File: config.mk
export PLATFORM = sky130hd
export DESIGN_NAME = rrt_ram
export DESIGN_NICKNAME = d
export VERILOG_FILES = /design/src/rtl/core/rrt_ram.sv
export SDC_FILE = /design/constraint.sdc
export NUM_CORES = 1
export LEC_CHECK = 0
export BUFFER_PORTS_ARGS = -buffer_cell sky130_fd_sc_hd__buf_2
export CAP_MARGIN = 25
export CORE_ASPECT_RATIO = 1.4
export CORE_MARGIN = 2
export CORE_UTILIZATION = 59
export CTS_BUF_LIST = sky130_fd_sc_hd__clkbuf_8
export CTS_CLUSTER_SIZE = 10
export DETAILED_ROUTE_END_ITERATION = 8
export PLACE_DENSITY = 0.78
export SLEW_MARGIN = 20
export SYNTH_ARGS = -nofsm -noshare
export SYNTH_HDL_FRONTEND = slang
export SYNTH_SLANG_ARGS = --single-unit
File: constraint.sdc
create_clock -name i_clk -period 2.55 [get_ports i_clk]
set_clock_uncertainty 0.15 [all_clocks]
set_input_delay 0.51 -clock i_clk [delete_from_list [all_inputs] [get_ports i_clk]]
set_output_delay 0.51 -clock i_clk [all_outputs]
set_load 0.02 [all_outputs]
File: src/rtl/core/rrt_ram.sv
`timescale 1ns / 1ps
// ----------------------------------------------------------------------------
// rrt_ram
// Generic simple dual-port RAM: one write port, one read port, registered read.
// ----------------------------------------------------------------------------
module rrt_ram #(
    parameter int WIDTH = 16,
    parameter int DEPTH = 64
) (
    input  logic                     i_clk,
    input  logic                     i_we,
    input  logic [$clog2(DEPTH)-1:0] i_waddr,
    input  logic [WIDTH-1:0]         i_wdata,
    input  logic                     i_re,
    input  logic [$clog2(DEPTH)-1:0] i_raddr,
    output logic [WIDTH-1:0]         o_rdata
);
    logic [WIDTH-1:0] mem [DEPTH];
    logic [WIDTH-1:0] r_rdata;

    // Write and registered read
    always_ff @(posedge i_clk) begin
        if (i_we) begin
            mem[i_waddr] <= i_wdata;
        end
        if (i_re) begin
            r_rdata <= mem[i_raddr];
        end
    end

    assign o_rdata = r_rdata;
endmodule

======== Word-level counts from Yosys, hierarchy flattened ========
Memories as Yosys holds them, arrays and structs flattened. A register that Yosys moved wholly into a read port is not among the register bits.
Cells that the tools add are included.
storage, ports and cells
  input port bits ......................... 31
  register bits after elaboration ......... 0
  word-level logic and storage cells ...... 3
  RAM bits ................................ 1024
  output and inout bits ................... 16
  memories ................................ 1
cells by class
  multiplexer cells ....................... 2
memories
  name  words  width  read ports  clocked after Yosys merged registers in  write ports  RTL line  source
  mem   64     16     1           1                                        1            18        logic [WIDTH-1:0] mem [DEPTH];
operator list
  cell    number
  $mux 1  2

======== Longest topological paths before layout ========
  depth in word-level cells ............... 2
  gate-level depth with buffers ........... 10
  mapped depth without buffers ............ 5

======== Worst setup path before layout ========
No wires, ideal clock.
  path kind ............................... input-to-reg
  start ................................... input i_waddr[3]
  end ..................................... memory mem[48][0] (enable)
  arrival ................................. 2.136 ns
  cell stages on the path ................. 4
  slack ................................... -0.145 ns
  library setup time ...................... 0.409 ns
  data required time ...................... 1.991 ns
  buffers on the path ..................... 1
  path through ............................ clkbuf_1 > nor2b_1 > nand4b_1 > nor3_1
RTL lines
  element             RTL line  source
  start: declaration  12        input logic [$clog2(DEPTH)-1:0] i_waddr,
  end: declaration    18
Straight into the memory's write port.

==> flow_summary_export.csv <==
group,metric,value,unit
run_status,run_status,"finished clean",
run,max-cap-violations,0,
timing,max_clock_freq,0.4143,GHz
grt,wire_length_of_the_first_global_routing_pass,138.2,mm
critical_path,critical_path.startpoint_type,"input port",
timing,finalCriticalPeriod,2.413,ns
layout,layout-area-overhead-vs-synth,14.34,%
power_and_ir_drop,switching_share_of_power,0.2229,
critical_path,r2r_cells,5,
layout,drive_above_1_share,0.3293,
power_and_ir_drop,p_per_area,712.1,mW/mm^2
critical_path,timing.setup.critical_path_class,"in2reg",
critical_path,worstPathArrival,2.76,ns
yosys,synth_edf_count,1040,
timing,grt_setup_unrepaired,"false",
power_and_ir_drop,power.share.sequential,0.581,
yosys,postSynthCellCount,1829,
critical_path,cp_slowest_stage_delay,0.62,ns
critical_path,worst-path-buf-inv,4,
yosys,synth-seq-cells,1040,
yosys,netlist_area_before_placement,0.04020,mm^2
clocking,ctsHtreeMaxLevel,4,
grt,vias_in_the_first_global_route,20928,
grt,antenna_found_initial,4,
power_and_ir_drop,total_power,32.73,mW
detailed_routing,detailedRoute.firstPassIterationCount,6,
placement,place.detailed.instances,2900,
floorplanning,die_x,224.6,um
power_and_ir_drop,power.switching,7.298,mW
detailed_routing,detail_route.wl_per_cell,30.05,um
clocking,cts_hold_buffers,1,
yosys,ys_warn_count,0,
critical_path,crit_path_cell_trace,"buf_6, buf_12, buf_12, nor2b_1, a221oi_1, a221oi_1, buf_4, a311oi_1",
critical_path,cp_num_cells,8,
floorplanning,fp.dieArea,0.07027,mm^2
layout,post_layout_nonfiller_instances,3165,
placement,post-place-ws,-0.6502,ns
yosys,synth_ff_type,"sky130_fd_sc_hd__edfxtp_1",
timing,final.period_utilization,0.9464,
yosys,synth_area_leader_cell,"sky130_fd_sc_hd__edfxtp_1",
clocking,clock-root-buffer,"sky130_fd_sc_hd__clkbuf_8",
yosys,async_flop_share,0,
layout,final.fill_count,3961,
grt,grt_util_all_layers,0.2769,
floorplanning,start_util,0.5949,
floorplanning,core,0.06758,mm^2
critical_path,critical-path-slowest-cell,"sky130_fd_sc_hd__a221oi_1",
placement,globalplace.congestion,0.9113,
power_and_ir_drop,ir_worst_vdd,0.4180,mV
floorplanning,die_height,312.9,um
critical_path,crit_family,"compound AO/OA/AOI/OAI gates",
grt,globalRouteOverflowTotal,0,
detailed_routing,route.vias.total,20425,
layout,postLayoutCoreUtil,0.6802,
floorplanning,number_of_standard_cell_rows_in_the_floorplan,113,
yosys,synth.lib_cells_used.distinct,42,
power_and_ir_drop,comb_power_share,0.063,
detailed_routing,post_drt_via_cell_ratio,6.453,
clocking,cts_tree,"done",
clocking,post_cts.repair.setup_buffers,0,
clocking,post_cts_clock_slew_at_the_launch_and_capture_registers_of_the_worst_setup_and_hold_paths,0.06,ns
critical_path,cp-end-kind,"register",
timing,count_of_pins_over_their_slew_limit,0,
layout,number_of_nets_in_the_finished_design,2216,
yosys,synth.top_cells.by_area,"sky130_fd_sc_hd__edfxtp_1, sky130_fd_sc_hd__mux4_2, sky130_fd_sc_hd__mux2i_1, sky130_fd_sc_hd__mux2_2, sky130_fd_sc_hd__a22oi_1",
yosys,syn_nets,1860,
timing,timing.slew.headroom,0.4183,
placement,placed_cell_area,0.04334,mm^2
yosys,synth_top_area_frac,0.7768,
detailed_routing,drt.antenna.violating_nets,0,
clocking,cts.sinks,1040,
timing,finalWorstSetupSlack,0.1366,ns
timing,setup-violations-final,0,
clocking,cts_buffers,144,
placement,hpwlAfterDp,60.80,mm
detailed_routing,routed_wirelength,95.10,mm
power_and_ir_drop,p_leak,15.12,nW
detailed_routing,drt_drc_violations_left,0,
clocking,worst_skew_pair.late_latency,0.78,ns
layout,final_cell_area,0.04597,mm^2
clocking,cts-root-to-sink-buffers,3,
placement,io_buffers,46,
power_and_ir_drop,internal-power,25.44,mW
critical_path,crit_required,2.89,ns
detailed_routing,drt-initial-drc-count,2454,
yosys,synth_seq_area_share,0.7768,
worst_hold_path,hold_path.class,"in2reg",
power_and_ir_drop,p_clk_frac,0.357,
clocking,ctsResizeCount,0,
yosys,synth_area_per_cell,21.98,um^2
timing,finalHoldViolations,0,
critical_path,max_fanout_on_critical_path,15,
grt,grt_start_max_net_pins,65,
floorplanning,ios,47,
timing,worst-slew-pin-transition,0.8694,ns
worst_hold_path,hold-path-cell-count,1,
-- logic make-up after synthesis --
logic type      after synthesis  synth area share
compound gates              129           0.02400
buf+inv                     104           0.01824
flops                      1040            0.7768
mux                         336            0.1546
simple gates                220           0.02636
-- worst register-to-register path: cells and delay by family (launching register included) --
family                 cells  cell delay, ns
DFF                        1            0.40
buffers and inverters      1            0.21
muxes                      2            0.77
AOI/OAI and AO/OA          2            0.63
-- placed cells by master, fill, tap and decap left out, types with 8 or more instances in the layout --
master / netlist / final
sky130_fd_sc_hd__nor2_1: 72 / 72
sky130_fd_sc_hd__clkinvlp_4: 0 / 8
sky130_fd_sc_hd__a211oi_1: 8 / 8
sky130_fd_sc_hd__mux4_2: 220 / 220
sky130_fd_sc_hd__buf_4: 13 / 225
sky130_fd_sc_hd__clkbuf_8: 0 / 149
sky130_fd_sc_hd__nand4_1: 12 / 12
sky130_fd_sc_hd__a311oi_1: 8 / 8
sky130_fd_sc_hd__a21oi_1: 17 / 17
sky130_fd_sc_hd__clkinv_2: 0 / 25
sky130_fd_sc_hd__buf_2: 36 / 43
sky130_fd_sc_hd__mux2_2: 27 / 27
sky130_fd_sc_hd__a22oi_1: 39 / 39
sky130_fd_sc_hd__nand2_1: 59 / 59
sky130_fd_sc_hd__nand3_1: 24 / 24
sky130_fd_sc_hd__nor2b_1: 30 / 30
sky130_fd_sc_hd__mux2i_1: 85 / 85
sky130_fd_sc_hd__a31oi_1: 8 / 8
sky130_fd_sc_hd__inv_1: 0 / 31
sky130_fd_sc_hd__buf_12: 5 / 42
sky130_fd_sc_hd__a211o_1: 8 / 8
sky130_fd_sc_hd__edfxtp_1: 1040 / 1040
sky130_fd_sc_hd__a221oi_1: 16 / 16
sky130_fd_sc_hd__clkinv_1: 0 / 41
-- routing by layer --
layer / track usage / vias to the layer above / part of all wire
met5: 0 / - / 0.00014
met4: 0.1364 / 2 / 0.048
met3: 0.05052 / 234 / 0.090
met2: 0.4621 / 1268 / 0.51
met1: 0.3548 / 10498 / 0.35
li1: - / 8423 / -
-- power by group through the flow --
stage          clock network (mW)  registers [mW]  logic, mW
2_1_floorplan                   0            19.4      0.981
3_3_place_gp                    0            19.4       1.97
6_report                     11.7            19.0       2.05
3_5_place_dp                    0            19.4       2.03
4_1_cts                      11.8            19.0       2.04
5_1_grt                      12.5            19.0       2.13
-- final cells by class --
type	instances	area (um^2)	share of cell area
sequential	1040	31230	0.6794
tap	862	1079	0.02346
multi-input combinational	685	8249	0.1795
clock inverter	112	566.8	0.01233
antenna	4	10.01	0.0002178
clock buffer	148	2037	0.04431
timing repair buffer	314	2795	0.06081
-- synthesized netlist by cell type (4+ instances only) --
cell type / n
sky130_fd_sc_hd__a211o_1: 8
sky130_fd_sc_hd__a211oi_1: 8
sky130_fd_sc_hd__a21oi_1: 17
sky130_fd_sc_hd__a221o_1: 6
sky130_fd_sc_hd__a221oi_1: 16
sky130_fd_sc_hd__a22o_1: 6
sky130_fd_sc_hd__a22oi_1: 39
sky130_fd_sc_hd__a311oi_1: 8
sky130_fd_sc_hd__a31oi_1: 8
sky130_fd_sc_hd__a41oi_1: 5
sky130_fd_sc_hd__and4_1: 5
sky130_fd_sc_hd__buf_12: 5
sky130_fd_sc_hd__buf_2: 36
sky130_fd_sc_hd__buf_4: 13
sky130_fd_sc_hd__buf_6: 17
sky130_fd_sc_hd__clkbuf_1: 24
sky130_fd_sc_hd__edfxtp_1: 1040
sky130_fd_sc_hd__mux2_2: 27
sky130_fd_sc_hd__mux2i_1: 85
sky130_fd_sc_hd__mux4_1: 4
sky130_fd_sc_hd__mux4_2: 220
sky130_fd_sc_hd__nand2_1: 59
sky130_fd_sc_hd__nand3_1: 24
sky130_fd_sc_hd__nand4_1: 12
sky130_fd_sc_hd__nor2_1: 72
sky130_fd_sc_hd__nor2b_1: 30
sky130_fd_sc_hd__o21ai_0: 5
-- registers in the layout, summed over array words and instances, names as in the netlist --
signal,cells
mem,1024
o_rdata,16
-- worst paths after layout --
kind | from | endpoint | slack [ns]
max | i_raddr[1] | o_rdata[9] | 0.14
min | i_wdata[15] | mem[32][15] | 0.04
max reg2reg | mem[63][9] | o_rdata[9] | 0.14
min reg2reg | mem[62][14] | o_rdata[14] | 0.84
-- stage by stage --
stage / hold slack, ns / setup TNS (ns)
after global routing: 0.02219 / 0
after global placement: 0.6631 / -5.320
after floorplan: 0.4589 / -8.234
after detailed placement: 0.6820 / -5.871
after CTS: 0.01355 / 0
final: 0.04404 / 0
Note: power is estimated with default switching activity, not from simulation.
